--- src/rtl/binary_heap_priority_queue_core_defines.svh ---
// assertion macros for the binary heap priority queue core
// used by the top level only, no other dependencies
`ifndef BINARY_HEAP_PRIORITY_QUEUE_CORE_DEFINES_SVH
`define BINARY_HEAP_PRIORITY_QUEUE_CORE_DEFINES_SVH

`ifndef SYNTHESIS
`define BHPQ_ASSERT_SAME(lbl, clk, rst, ante, cons) \
   lbl: assert property (@(posedge clk) disable iff (rst) (ante) |-> (cons)) \
      else $error("heap core check failed");
`define BHPQ_ASSERT_NEXT(lbl, clk, rst, ante, cons) \
   lbl: assert property (@(posedge clk) disable iff (rst) (ante) |=> (cons)) \
      else $error("heap core check failed");
`else
`define BHPQ_ASSERT_SAME(lbl, clk, rst, ante, cons)
`define BHPQ_ASSERT_NEXT(lbl, clk, rst, ante, cons)
`endif

`endif

--- src/rtl/bhpq_pkg.sv ---
// types, constants and the priority compare for the binary heap priority queue
// no dependencies
package bhpq_pkg;

   localparam int CAPACITY = 64;
   localparam int ADDR_W   = $clog2(CAPACITY);
   localparam int CNT_W    = $clog2(CAPACITY + 1);

   localparam logic OP_INSERT = 1'b0;
   localparam logic OP_REMOVE = 1'b1;

   typedef enum logic [1:0] {
      ST_OK    = 2'd0,
      ST_FULL  = 2'd1,
      ST_EMPTY = 2'd2
   } status_type;

   typedef struct packed {
      logic signed [15:0] prio;
      logic [15:0]        id;
   } entry_type;

   typedef enum logic [2:0] {
      RD_ROOT,
      RD_LAST,
      RD_PARENT,
      RD_LEFT,
      RD_RIGHT
   } rd_sel_type;

   typedef enum logic [3:0] {
      S_IDLE,
      S_UP_READ,
      S_UP_CMP,
      S_RM_ROOT,
      S_RM_LAST,
      S_DN_READL,
      S_DN_READR,
      S_DN_CMP,
      S_FINISH
   } state_type;

   typedef struct packed {
      logic       accept;
      logic       rd_en;
      rd_sel_type rd_sel;
      logic       take_root;
      logic       take_last;
      logic       wr_ent;
      logic       up_step;
      logic       save_left;
      logic       dn_step;
      logic       rsp_load;
   } cmd_type;

   typedef struct packed {
      logic req_remove;
      logic full;
      logic empty;
      logic at_root;
      logic last_gone;
      logic left_out;
      logic right_in;
      logic up_move;
      logic dn_move;
      logic out_busy;
   } sts_type;

   function automatic logic outranks(logic signed [15:0] a, logic signed [15:0] b,
                                     logic mode);
      outranks = mode ? (a > b) : (a < b);
   endfunction

endpackage

--- src/rtl/bhpq_ram.sv ---
// generic single write port, single read port ram with registered read
// no dependencies
module bhpq_ram #(
   parameter int WIDTH = 32,
   parameter int DEPTH = 64
) (
   input  logic                     clock,
   input  logic                     wr_en,
   input  logic [$clog2(DEPTH)-1:0] wr_addr,
   input  logic [WIDTH-1:0]         wr_data,
   input  logic                     rd_en,
   input  logic [$clog2(DEPTH)-1:0] rd_addr,
   output logic [WIDTH-1:0]         rd_data
);

   logic [WIDTH-1:0] mem_ff [DEPTH];
   logic [WIDTH-1:0] rd_data_ff;

   always_ff @(posedge clock) begin
      if (wr_en) begin
         mem_ff[wr_addr] <= wr_data;
      end
      if (rd_en) begin
         rd_data_ff <= mem_ff[rd_addr];
      end
   end

   assign rd_data = rd_data_ff;

endmodule

--- src/rtl/bhpq_ctrl.sv ---
// sequencing state machine for insert with sift up and remove with sift down
// depends on bhpq_pkg
module bhpq_ctrl (
   input  logic              clock,
   input  logic              reset,
   input  logic              req_tvalid,
   output logic              req_tready,
   input  bhpq_pkg::sts_type sts,
   output bhpq_pkg::cmd_type cmd
);

   import bhpq_pkg::*;

   state_type state_ff;
   state_type state_in;

   always_ff @(posedge clock) begin
      if (reset) begin
         state_ff <= S_IDLE;
      end else begin
         state_ff <= state_in;
      end
   end

   always_comb begin
      state_in = state_ff;
      case (state_ff)
         S_IDLE: begin
            if (req_tvalid) begin
               if (sts.req_remove && !sts.empty) begin
                  state_in = S_RM_ROOT;
               end else if (!sts.req_remove && !sts.full) begin
                  state_in = S_UP_READ;
               end else begin
                  state_in = S_FINISH;
               end
            end
         end
         S_UP_READ:  state_in = sts.at_root ? S_FINISH : S_UP_CMP;
         S_UP_CMP:   state_in = sts.up_move ? S_UP_READ : S_FINISH;
         S_RM_ROOT:  state_in = S_RM_LAST;
         S_RM_LAST:  state_in = sts.last_gone ? S_FINISH : S_DN_READL;
         S_DN_READL: state_in = sts.left_out ? S_FINISH : S_DN_READR;
         S_DN_READR: state_in = S_DN_CMP;
         S_DN_CMP:   state_in = sts.dn_move ? S_DN_READL : S_FINISH;
         S_FINISH: begin
            if (!sts.out_busy) begin
               state_in = S_IDLE;
            end
         end
         default:    state_in = S_IDLE;
      endcase
   end

   always_comb begin
      cmd        = '0;
      cmd.rd_sel = RD_ROOT;
      req_tready = 1'b0;
      case (state_ff)
         S_IDLE: begin
            req_tready = 1'b1;
            cmd.accept = req_tvalid;
            cmd.rd_en  = req_tvalid && sts.req_remove && !sts.empty;
            cmd.rd_sel = RD_ROOT;
         end
         S_UP_READ: begin
            cmd.wr_ent = sts.at_root;
            cmd.rd_en  = !sts.at_root;
            cmd.rd_sel = RD_PARENT;
         end
         S_UP_CMP: begin
            cmd.up_step = 1'b1;
         end
         S_RM_ROOT: begin
            cmd.take_root = 1'b1;
            cmd.rd_en     = 1'b1;
            cmd.rd_sel    = RD_LAST;
         end
         S_RM_LAST: begin
            cmd.take_last = 1'b1;
         end
         S_DN_READL: begin
            cmd.wr_ent = sts.left_out;
            cmd.rd_en  = !sts.left_out;
            cmd.rd_sel = RD_LEFT;
         end
         S_DN_READR: begin
            cmd.save_left = 1'b1;
            cmd.rd_en     = sts.right_in;
            cmd.rd_sel    = RD_RIGHT;
         end
         S_DN_CMP: begin
            cmd.dn_step = 1'b1;
         end
         S_FINISH: begin
            cmd.rsp_load = !sts.out_busy;
         end
         default: begin
            cmd = '0;
         end
      endcase
   end

endmodule

--- src/rtl/bhpq_dp.sv ---
// datapath: heap store, entry count, moving entry, sift compares, result register
// depends on bhpq_pkg and bhpq_ram
module bhpq_dp (
   input  logic              clock,
   input  logic              reset,
   input  logic              csr_wen,
   input  logic              csr_wdata,
   input  logic              req_tuser,
   input  logic [31:0]       req_tdata,
   output logic              rsp_tvalid,
   input  logic              rsp_tready,
   output logic [39:0]       rsp_tdata,
   output logic [1:0]        rsp_tuser,
   input  bhpq_pkg::cmd_type cmd,
   output bhpq_pkg::sts_type sts
);

   import bhpq_pkg::*;

   logic             heap_mode_ff;
   logic [CNT_W-1:0] count_ff;
   logic [CNT_W-1:0] pos_ff;
   entry_type        ent_ff;
   entry_type        child_ff;
   entry_type        removed_ff;
   status_type       status_ff;
   logic             rsp_valid_ff;
   logic [39:0]      rsp_data_ff;
   logic [1:0]       rsp_user_ff;

   logic [ADDR_W-1:0] rd_addr;
   logic [ADDR_W-1:0] wr_addr;
   logic [31:0]       rd_data;
   entry_type         rd_entry;
   entry_type         wr_entry;
   logic              wr_en;
   logic [CNT_W:0]    two_pos;
   logic [CNT_W:0]    two_pos_p1;
   logic [CNT_W:0]    count_wide;
   logic [CNT_W-1:0]  parent_pos;
   logic              right_in;
   logic              up_move;
   logic              left_wins;
   logic              right_wins;
   entry_type         mid;
   entry_type         cand;
   logic [CNT_W:0]    child_pos;

   assign rd_entry   = entry_type'(rd_data);
   assign two_pos    = {pos_ff, 1'b0};
   assign two_pos_p1 = two_pos + (CNT_W+1)'(1);
   assign count_wide = {1'b0, count_ff};
   assign parent_pos = pos_ff >> 1;
   assign right_in   = (two_pos_p1 <= count_wide);

   assign up_move    = outranks(ent_ff.prio, rd_entry.prio, heap_mode_ff);
   assign left_wins  = outranks(child_ff.prio, ent_ff.prio, heap_mode_ff);
   assign mid        = left_wins ? child_ff : ent_ff;
   assign right_wins = right_in && outranks(rd_entry.prio, mid.prio, heap_mode_ff);
   assign cand       = right_wins ? rd_entry : mid;
   assign child_pos  = right_wins ? two_pos_p1 : two_pos;

   always_comb begin
      case (cmd.rd_sel)
         RD_ROOT:   rd_addr = '0;
         RD_LAST:   rd_addr = ADDR_W'(count_ff - CNT_W'(1));
         RD_PARENT: rd_addr = ADDR_W'(parent_pos - CNT_W'(1));
         RD_LEFT:   rd_addr = ADDR_W'(two_pos - (CNT_W+1)'(1));
         RD_RIGHT:  rd_addr = ADDR_W'(two_pos);
         default:   rd_addr = '0;
      endcase
   end

   assign wr_addr = ADDR_W'(pos_ff - CNT_W'(1));
   assign wr_en   = cmd.wr_ent || cmd.up_step || cmd.dn_step;

   always_comb begin
      wr_entry = ent_ff;
      if (cmd.up_step && up_move) begin
         wr_entry = rd_entry;
      end else if (cmd.dn_step && (left_wins || right_wins)) begin
         wr_entry = cand;
      end
   end

   bhpq_ram #(
      .WIDTH (32),
      .DEPTH (CAPACITY)
   ) u_store (
      .clock   (clock),
      .wr_en   (wr_en),
      .wr_addr (wr_addr),
      .wr_data (wr_entry),
      .rd_en   (cmd.rd_en),
      .rd_addr (rd_addr),
      .rd_data (rd_data)
   );

   always_ff @(posedge clock) begin
      if (reset) begin
         heap_mode_ff <= 1'b0;
         count_ff     <= '0;
         rsp_valid_ff <= 1'b0;
      end else begin
         if (csr_wen) begin
            heap_mode_ff <= csr_wdata;
         end
         if (cmd.accept && req_tuser == OP_INSERT && count_ff != CNT_W'(CAPACITY)) begin
            count_ff <= count_ff + CNT_W'(1);
         end else if (cmd.take_last) begin
            count_ff <= count_ff - CNT_W'(1);
         end
         if (cmd.rsp_load) begin
            rsp_valid_ff <= 1'b1;
         end else if (rsp_tready) begin
            rsp_valid_ff <= 1'b0;
         end
      end
   end

   always_ff @(posedge clock) begin
      if (cmd.accept) begin
         ent_ff     <= entry_type'(req_tdata);
         removed_ff <= '0;
         pos_ff     <= count_ff + CNT_W'(1);
         if (req_tuser == OP_INSERT) begin
            status_ff <= (count_ff == CNT_W'(CAPACITY)) ? ST_FULL : ST_OK;
         end else begin
            status_ff <= (count_ff == '0) ? ST_EMPTY : ST_OK;
         end
      end
      if (cmd.take_root) begin
         removed_ff <= rd_entry;
      end
      if (cmd.take_last) begin
         ent_ff <= rd_entry;
         pos_ff <= CNT_W'(1);
      end
      if (cmd.up_step && up_move) begin
         pos_ff <= parent_pos;
      end
      if (cmd.save_left) begin
         child_ff <= rd_entry;
      end
      if (cmd.dn_step && (left_wins || right_wins)) begin
         pos_ff <= child_pos[CNT_W-1:0];
      end
      if (cmd.rsp_load) begin
         rsp_user_ff <= status_ff;
         rsp_data_ff <= {1'b0, count_ff, removed_ff.prio, removed_ff.id};
      end
   end

   always_comb begin
      sts.req_remove = (req_tuser == OP_REMOVE);
      sts.full       = (count_ff == CNT_W'(CAPACITY));
      sts.empty      = (count_ff == '0);
      sts.at_root    = (pos_ff == CNT_W'(1));
      sts.last_gone  = (count_ff == CNT_W'(1));
      sts.left_out   = (two_pos > count_wide);
      sts.right_in   = right_in;
      sts.up_move    = up_move;
      sts.dn_move    = left_wins || right_wins;
      sts.out_busy   = rsp_valid_ff && !rsp_tready;
   end

   assign rsp_tvalid = rsp_valid_ff;
   assign rsp_tdata  = rsp_data_ff;
   assign rsp_tuser  = rsp_user_ff;

endmodule

--- src/rtl/binary_heap_priority_queue_core.sv ---
// top level of the binary heap priority queue core
// depends on bhpq_pkg, bhpq_ctrl, bhpq_dp and the defines header
//
// one request item in, one response item out. a request is an insert of a
// (priority, id) entry or a remove of the root entry; heap_mode picks whether
// the smallest or the largest priority sits at the root, written through csr_*
// while the core is idle: the user must keep to this, the core does not enforce
// it. the heap holds up to 64 entries in one ram with a registered read port,
// shared by all sift steps. a rejected insert or remove goes straight to finish;
// an insert climbs one level per parent read and compare until it reaches the
// root or a compare stops it, 6 levels at most; a remove reads the root and last
// entry, then descends one level per left and right child read and compare until
// a leaf or a compare stops it, 5 levels at most. the response turns valid as
// the core returns to idle; one item is in work at a time over the single ram port.
// req_tready is high only while idle; the next item may be taken while the
// previous response still waits in the output register. if rsp_tready stays
// low the core holds its finished result and waits before returning to idle.
// reset (synchronous) empties the heap and sets heap_mode to 0; the ram needs
// no clearing pass since only written positions are read.
`include "binary_heap_priority_queue_core_defines.svh"

module binary_heap_priority_queue_core (
   input  logic        clock,
   input  logic        reset,
   input  logic        csr_wen,
   input  logic        csr_wdata,     // heap_mode
   input  logic        req_tvalid,
   output logic        req_tready,
   input  logic [31:0] req_tdata,     // item_id [15:0], priority_req [31:16]
   input  logic        req_tuser,     // operation
   output logic        rsp_tvalid,
   input  logic        rsp_tready,
   output logic [39:0] rsp_tdata,     // removed_id [15:0], removed_priority [31:16],
                                      // entry_count_out [38:32], zero [39]
   output logic [1:0]  rsp_tuser      // status
);

   import bhpq_pkg::*;

   cmd_type cmd;
   sts_type sts;

   bhpq_ctrl u_ctrl (
      .clock      (clock),
      .reset      (reset),
      .req_tvalid (req_tvalid),
      .req_tready (req_tready),
      .sts        (sts),
      .cmd        (cmd)
   );

   bhpq_dp u_dp (
      .clock      (clock),
      .reset      (reset),
      .csr_wen    (csr_wen),
      .csr_wdata  (csr_wdata),
      .req_tuser  (req_tuser),
      .req_tdata  (req_tdata),
      .rsp_tvalid (rsp_tvalid),
      .rsp_tready (rsp_tready),
      .rsp_tdata  (rsp_tdata),
      .rsp_tuser  (rsp_tuser),
      .cmd        (cmd),
      .sts        (sts)
   );

   `BHPQ_ASSERT_NEXT(a_busy_after_accept, clock, reset, req_tvalid && req_tready, !req_tready)
   `BHPQ_ASSERT_SAME(a_full_count, clock, reset, rsp_tvalid && rsp_tuser == ST_FULL, rsp_tdata[38:32] == 7'(CAPACITY))
   `BHPQ_ASSERT_SAME(a_empty_zero, clock, reset, rsp_tvalid && rsp_tuser == ST_EMPTY, rsp_tdata[38:0] == '0)
   `BHPQ_ASSERT_SAME(a_port_split, clock, reset, cmd.rd_en, !(cmd.wr_ent || cmd.up_step || cmd.dn_step))

endmodule
--- config.mk ---
export PLATFORM = sky130hd
export DESIGN_NAME = binary_heap_priority_queue_core
export DESIGN_NICKNAME = d
export VERILOG_FILES = /design/src/rtl/bhpq_pkg.sv /design/src/rtl/bhpq_ram.sv /design/src/rtl/bhpq_ctrl.sv /design/src/rtl/bhpq_dp.sv /design/src/rtl/binary_heap_priority_queue_core.sv
export VERILOG_INCLUDE_DIRS = /design/src /design/src/rtl
export SDC_FILE = /design/constraint.sdc
export NUM_CORES = 2
export LEC_CHECK = 0
export BUFFER_PORTS_ARGS = -buffer_cell sky130_fd_sc_hd__buf_2
export CAP_MARGIN = 20
export CORE_MARGIN = 3
export CORE_UTILIZATION = 55
export CTS_CLUSTER_DIAMETER = 80
export CTS_CLUSTER_SIZE = 30
export DETAILED_ROUTE_END_ITERATION = 8
export PLACE_DENSITY_LB_ADDON = 0.2
export SYNTH_ARGS = -nofsm -noshare
export SYNTH_HDL_FRONTEND = slang
export SYNTH_SLANG_ARGS = --single-unit
--- constraint.sdc ---
create_clock -name clock -period 9.7 [get_ports clock]
set_clock_uncertainty 0.1 [all_clocks]
set_input_delay 1.455 -clock clock [delete_from_list [all_inputs] [get_ports clock]]
set_output_delay 1.455 -clock clock [all_outputs]
set_load 0.005 [all_outputs]
Yosys cells after proc, flatten, opt, wreduce, memory -nomap -nowiden
Memories as Yosys holds them, arrays and structs flattened. A register that Yosys moved wholly into a read port is not among the register bits.
Index checks and enable logic that the tools add are counted.

operators by class
  $add $sub $neg = 6
  order comparisons = 8
  equality and inequality tests = 18
  multiplexer cells = 46
  bitwise logic cells = 1
  reduce and logical (&&, ||, !) cells = 28

operators with widths
  kind                                                                   count
  32-bit 2-to-1 mux                                                      8
  7-bit 2-to-1 mux                                                       7
  16-bit > comparator                                                    3
  16-bit less-than comparator                                            3
  4-bit 2-to-1 mux                                                       9
  4-bit one-hot mux with 9 select lines                                  1
  6-bit one-hot mux with 4 select lines                                  1
  4-bit one-hot mux with 5 select lines                                  1
  6-bit by 1-bit subtractor with 6-bit output, second input constant     3
  4-bit by 3-bit equality test with 1-bit output, second input constant  4
  1-bit 2-to-1 mux                                                       16
  7-bit by 1-bit equality test with 1-bit output, second input constant  2
  1-bit logical AND                                                      10
  8-bit by 1-bit adder with 8-bit output, second input constant          1
  4-bit by 2-bit equality test with 1-bit output, second input constant  2
  8-bit by 7-bit > comparator with 1-bit output                          1
  8-bit by 7-bit less-or-equal comparator with 1-bit output              1
  2-bit nonzero test                                                     4
  7-bit by 1-bit adder with 7-bit output, second input constant          1
  7-bit equality test, second input constant                             1
  1-bit zero test                                                        7
  7-bit zero test                                                        1
  7-bit != test, second input constant                                   1
  7-bit by 1-bit subtractor with 7-bit output, second input constant     1
  other kinds (13)                                                       18

word-level totals
  flip-flop bits (word level) = 159
  memory bits (writable) = 2048
  input bits = 39
  output and inout port bits = 44
  word-level logic and storage cells = 122
  memories = 1

memory list
  name                 depth  bits a word  read ports  clocked after Yosys merged registers in  write ports  line            source
  u_dp.u_store.mem_ff  64     32           1           1                                        1            bhpq_ram.sv:16  logic [WIDTH-1:0] mem_ff [DEPTH];

Depth between registers and ports, before layout
  depth in word-level cells = 10
  gate-level depth with buffers = 23
  depth with buffers taken out = 19

Cells and area by module
From an unflattened synthesis, not the netlist that was laid out.

second synthesis, totals
  cell total of the unflattened synthesis = 4079
  area, all modules = 87742.9 µm²

modules (own cells, without submodules)
  module     times used  cells each  area an instance (µm²)  sequential area each (µm²)
  bhpq_ram   1           3324        78835.6                 62459.9
  bhpq_dp    1           699         8484.4                  4564.4
  bhpq_ctrl  1           56          422.9                   80.1

Least setup slack after synthesis
Ideal clock, no wire load.

  kind = reg-to-reg
  start = register u_dp.ent_ff[31] (netlist name)
  end = memory u_dp.u_store.mem_ff[0][16], data pin
  library setup time = 0.722 ns
  arrival time = 7.113 ns
  data required time = 8.878 ns
  path slack = 1.765 ns
  stages on the path, launching flop included = 22
  buffers on the path = 3
  clock period less this slack = 7.935 ns
  path through = edfxtp_1 inv_1 ha_1 nand4_2 nor4_2 a21boi_2 nor3b_2 mux2i_1 mux2i_2 buf_6 buf_2 mux2i_1 ha_1 and3_1 or3b_1 a211oi_2 nor4_1 o21a_1 o21a_1 buf_2 a22o_1 a211oi_1

between the ends
  word-level cells in the longest chain between the ends = 10
  elaborated cells between the ends (all ways) = 17
  classes of those cells = 6 x order compare; 7 x mux; 4 x reduce/logical

RTL lines
  element                                                                    line            source
  from (decl)                                                                bhpq_dp.sv:23   entry_type ent_ff;
  from (signal assigned)                                                     bhpq_dp.sv:123  ent_ff <= entry_type'(req_tdata);
  from (signal assigned)                                                     bhpq_dp.sv:136  ent_ff <= rd_entry;
  16-bit less-than comparator / 16-bit > comparator (equally long branches)  bhpq_pkg.sv:71  outranks = mode ? (a > b) : (a < b);
  1-bit 2-to-1 mux                                                           bhpq_pkg.sv:71
  32-bit 2-to-1 mux                                                          bhpq_dp.sv:58   assign mid = left_wins ? child_ff : ent_ff;
  16-bit less-than comparator / 16-bit > comparator (equally long branches)  bhpq_pkg.sv:71
  1-bit 2-to-1 mux                                                           bhpq_pkg.sv:71
  1-bit logical AND                                                          bhpq_dp.sv:59   assign right_wins = right_in && outranks(rd_entry.prio, mid.prio, heap_mode_ff);
  1-bit logical OR                                                           bhpq_dp.sv:81   end else if (cmd.dn_step && (left_wins || right_wins)) begin
  1-bit logical AND                                                          bhpq_dp.sv:81
  32-bit 2-to-1 mux                                                          bhpq_dp.sv:81
  32-bit 2-to-1 mux (*)                                                      bhpq_dp.sv:79   if (cmd.up_step && up_move) begin
  net u_dp.u_store.wr_data[16]                                               bhpq_ram.sv:10  input logic [WIDTH-1:0] wr_data,
  to (decl)                                                                  bhpq_ram.sv:16

The timed path passes the listed nets; every way through them passes the cells marked *.

Worst setup path in the final report
  start = register u_dp.ent_ff[31] (netlist name)
  end = memory u_dp.u_store.mem_ff[9][20], data pin

The elaborated chain is that of the path after synthesis.

==> results.md <==
* Worst slack on hold paths at 323.0 ps
* CTS root buf: clkbuf_16
* Post-synthesis register bit count at 2239
* Area Overhead vs Synth at 8.134%
* Synthesis Warnings at 0
* Hold Crit Class: reg2reg
* Ys async rst share at 0%
* EDFF count, synth at 2226
* Clock period minus worst slack at 7727 ps
* Worst-Margin Slew at 1204 ps
* Drt wl/cell at 39.95 um
* GPL Wtd Cong at 0.9217
* Worst R2R Setup Slack at 1970 ps
* Core Area at 0.1587 mm2
* Run status: completed
* Yosys top cell by area: edfxtp_1
* First-pass detailed-route iteration total at 6
* Worst-path fanout max at 64
* Final Instance Area at 0.09534 mm2
* GRT Total Usage at 31.68%
* Worst-case reg-to-reg path depth at 20
* Clock power share at 20.0%
* Largest net degree at the start of global routing at 123
* IO buf count at 81
* DRT antenna net count at 0
* Slew Limit Fails at 0
* Primary FF master, synth: edfxtp_1
* Hold EP: u_dp.rsp_tdata[17]
* Peak VDD IR at 0.0002417 V
* Layout cells sized above 1 at 22.87%
* Post-synth top area share at 75.81%
* Critical path class: reg2reg
* Clk sink count at 2239
* WL final at 260400 um
* R2r startpoint: u_dp.ent_ff[31]
* # rows at 146
* CTS buffer count at 99
* Grt ovf at 0
* Chip Width at 406.4 um
* Clock-pin slew on the worst setup and hold paths at 110 ps
* Initial DRC Count at 8449
* Fillers at 11010
* Syn Area/Cell at 20.49 um2
* FMAX at 0.1294 GHz
* Dpl ws at 2038 ps
* Int Pwr at 17.21 mW
* Max Cap Viol at 0
* CP Data Required Time at 10000 ps
* Die area at 0.1652 mm2
* Vert. Die Dim at 406.4 um
* Synth Net Count at 4405
* First-pass GRT wire length at 355700 um
* Gate power share at 30.3%
* Ports at 83
* Type of origin of the critical path: flip-flop
* Worst path cell trace: inv_1, ha_1, nand4_2, nor4_2, a21boi_2, nor3b_2, mux2i_1, mux2i_4, buf_4, mux2i_1, ha_1, and3_1, or3b_1, a211oi_2, nor4_1, nor3_1, o21a_2, buf_4, or4_1, o311a_2
* CTS Hold Bufs at 0
* CTS tree: done
* Synth cell count leaders: 2226 x edfxtp_1, 509 x mux4_2, 364 x nand2_1, 155 x nor2_1, 153 x mux2i_1
* Register area at 0.06710 mm2
* Worst Setup End Kind: flip-flop
* Initial Utilization at 55.54%
* Final Hold Viols at 0
* Top post-synthesis cells by area: edfxtp_1 76%, mux4_2 13%, mux2i_1 1.7%, nand2_1 1.5%, a32oi_1 1.3%
* Skew-Pair Late Insertion Delay at 770 ps
* Dpl cell area at 0.09173 mm2
* Pleak at 29.42 nW
* CTS resizes at 0
* Routed vias/inst at 7.103
* Synth cell types at 73
* Sequential share of the synthesized area at 76.11%
* Critical Path AT at 8030 ps
* # nets final at 4486
* Crit-path max cell delay at 910 ps
* Worst min-delay path startpoint: u_dp.removed_ff[17]
* Drt drc at 0
* Vias in the first global route at 43730
* H-tree depth at 3
* Sw Share at 33.04%
* Vias at 46300
* Synth Instances at 4303
* Post-DP HPWL at 136300 um
* Worst R2R End: u_dp.u_store.mem_ff[9][20]
* NetSw at 8.496 mW
* Hold path cells at 0
* # Post-CTS Setup Buffers at 0
* Count leader, synth: edfxtp_1
* Worst path slowest cell: o311a_2
* Fin worst setup slack at 1973 ps
* Final setup TNS at 0 ps
* Final core occ at 60.06%
* Max Buffers Root-to-Sink at 3
* Register share of total power at 49.7%
* Final worst-path cycle share at 79.66%
* Area of the multi-input gates at 0.02040 mm2
* Max-slew headroom at 19.72%
* Power density over the cells at 269.7 mW/mm2
* Initial antenna violation count at 8
* Post-Synthesis Cell Area at 0.08817 mm2
* Final setup fails at 0
* RSZ-0062 raised after global routing: false
[power groups by stage]
stage	clock, mW	sequential [mW]	combinational (mW)
2_1_floorplan	0	12.8	5.01
3_3_place_gp	0	13.0	7.39
3_5_place_dp	0	13.0	7.49
4_1_cts	5.18	12.8	7.50
5_1_grt	5.50	12.8	8.23
6_report	5.14	12.8	7.78
[worst max-delay path: cells and delay by family, from the launching register on]
kind	cells	cell delay, ps
multiplexers	3	1070
flip-flops	1	430
adder cells (fa/ha/maj)	2	680
AO/OA/AOI/OAI	4	2230
AND/OR/NAND/NOR	8	1760
buffers and inverters	3	1020
[metrics by stage]
step	cells	power, mW
floorplan	4303	17.80
global placement	6335	20.40
detailed placement	6336	20.50
CTS	6495	25.48
global route	6514	26.53
finish	6519	25.71
[worst max path at each step]
stage	from	endpoint	slack [ps]	cells after the start
finish	u_dp.ent_ff[31]	u_dp.u_store.mem_ff[9][20]	1970	20
floorplan	u_dp.ent_ff[31]	u_dp.u_store.mem_ff[0][16]	1770	21
detailed placement	u_dp.ent_ff[31]	u_dp.u_store.mem_ff[20][27]	2040	20
global route	u_dp.ent_ff[31]	u_dp.u_store.mem_ff[40][3]	1620	20
CTS	u_dp.ent_ff[31]	u_dp.u_store.mem_ff[51][27]	1980	20
global placement	u_dp.ent_ff[31]	u_dp.u_store.mem_ff[20][27]	2170	20
[routing by layer]
layer / part of all wire (%) / global-route usage (%) / vias up
li1: - / - / 17860
met1: 37 / 46.34 / 24550
met2: 45 / 46.38 / 3360
met3: 13 / 7.019 / 530
met4: 5.3 / 14.17 / 2
met5: 0.053 / 0.5650 / -
[sequential cells by signal (all words and copies together), names as in the netlist]
register and count:
u_dp.rsp_tvalid 1, u_dp.removed_ff 32, u_dp.ent_ff 32, u_dp.u_store.rd_data 32, u_dp.heap_mode_ff 1, u_ctrl.state_ff 4
u_dp.child_ff 32, u_dp.pos_ff 7, u_dp.count_ff 7, u_dp.rsp_tuser 2, u_dp.u_store.mem_ff 2048, u_dp.status_ff 2
u_dp.rsp_tdata 39
[cells by family after synthesis]
kind of cell	count (synthesis)	share of synthesized area, %
flops	2239	76.11
simple gates	713	3.742
compound gates	304	2.681
buf+inv	290	1.506
xor+xnor	25	0.2483
mux	668	14.82
other cells	1	0.004253
fa+ha+maj	63	0.8940
[cells in the final DEF (no fill, tap or decap), types with 5 or more instances in the layout]
cell	n
a211oi_1	5
a21oi_1	49
a22oi_1	17
a32oi_1	127
and3_1	19
and4_1	32
buf_12	27
buf_2	81
buf_4	108
clkbuf_16	101
clkinv_8	15
dfxtp_1	13
diode_2	5
edfxtp_1	2226
ha_1	63
inv_1	51
inv_6	16
inv_8	6
mux2_2	5
mux2i_1	153
mux4_2	509
nand2_1	362
nand2b_1	10
nand3_1	14
nand4_1	11
nor2_1	85
nor2_4	70
nor2b_1	24
nor3_1	14
o21ai_0	26
o22ai_1	6
o311a_2	31
or3_1	5
or4_1	34
xnor2_1	22
[layout make-up]
| type | instances | area share (%) |
|---|---|---|
| inverter | 51 | 0.2008 |
| clock buffer | 104 | 2.663 |
| sequential | 2239 | 70.38 |
| multi-input combinational | 1774 | 21.39 |
| clock inverter | 55 | 0.7008 |
| antenna | 5 | 0.01312 |
| timing repair buffer | 219 | 1.929 |
| tap | 2072 | 2.719 |
No activity file was read; power rests on OpenSTA's default activity.
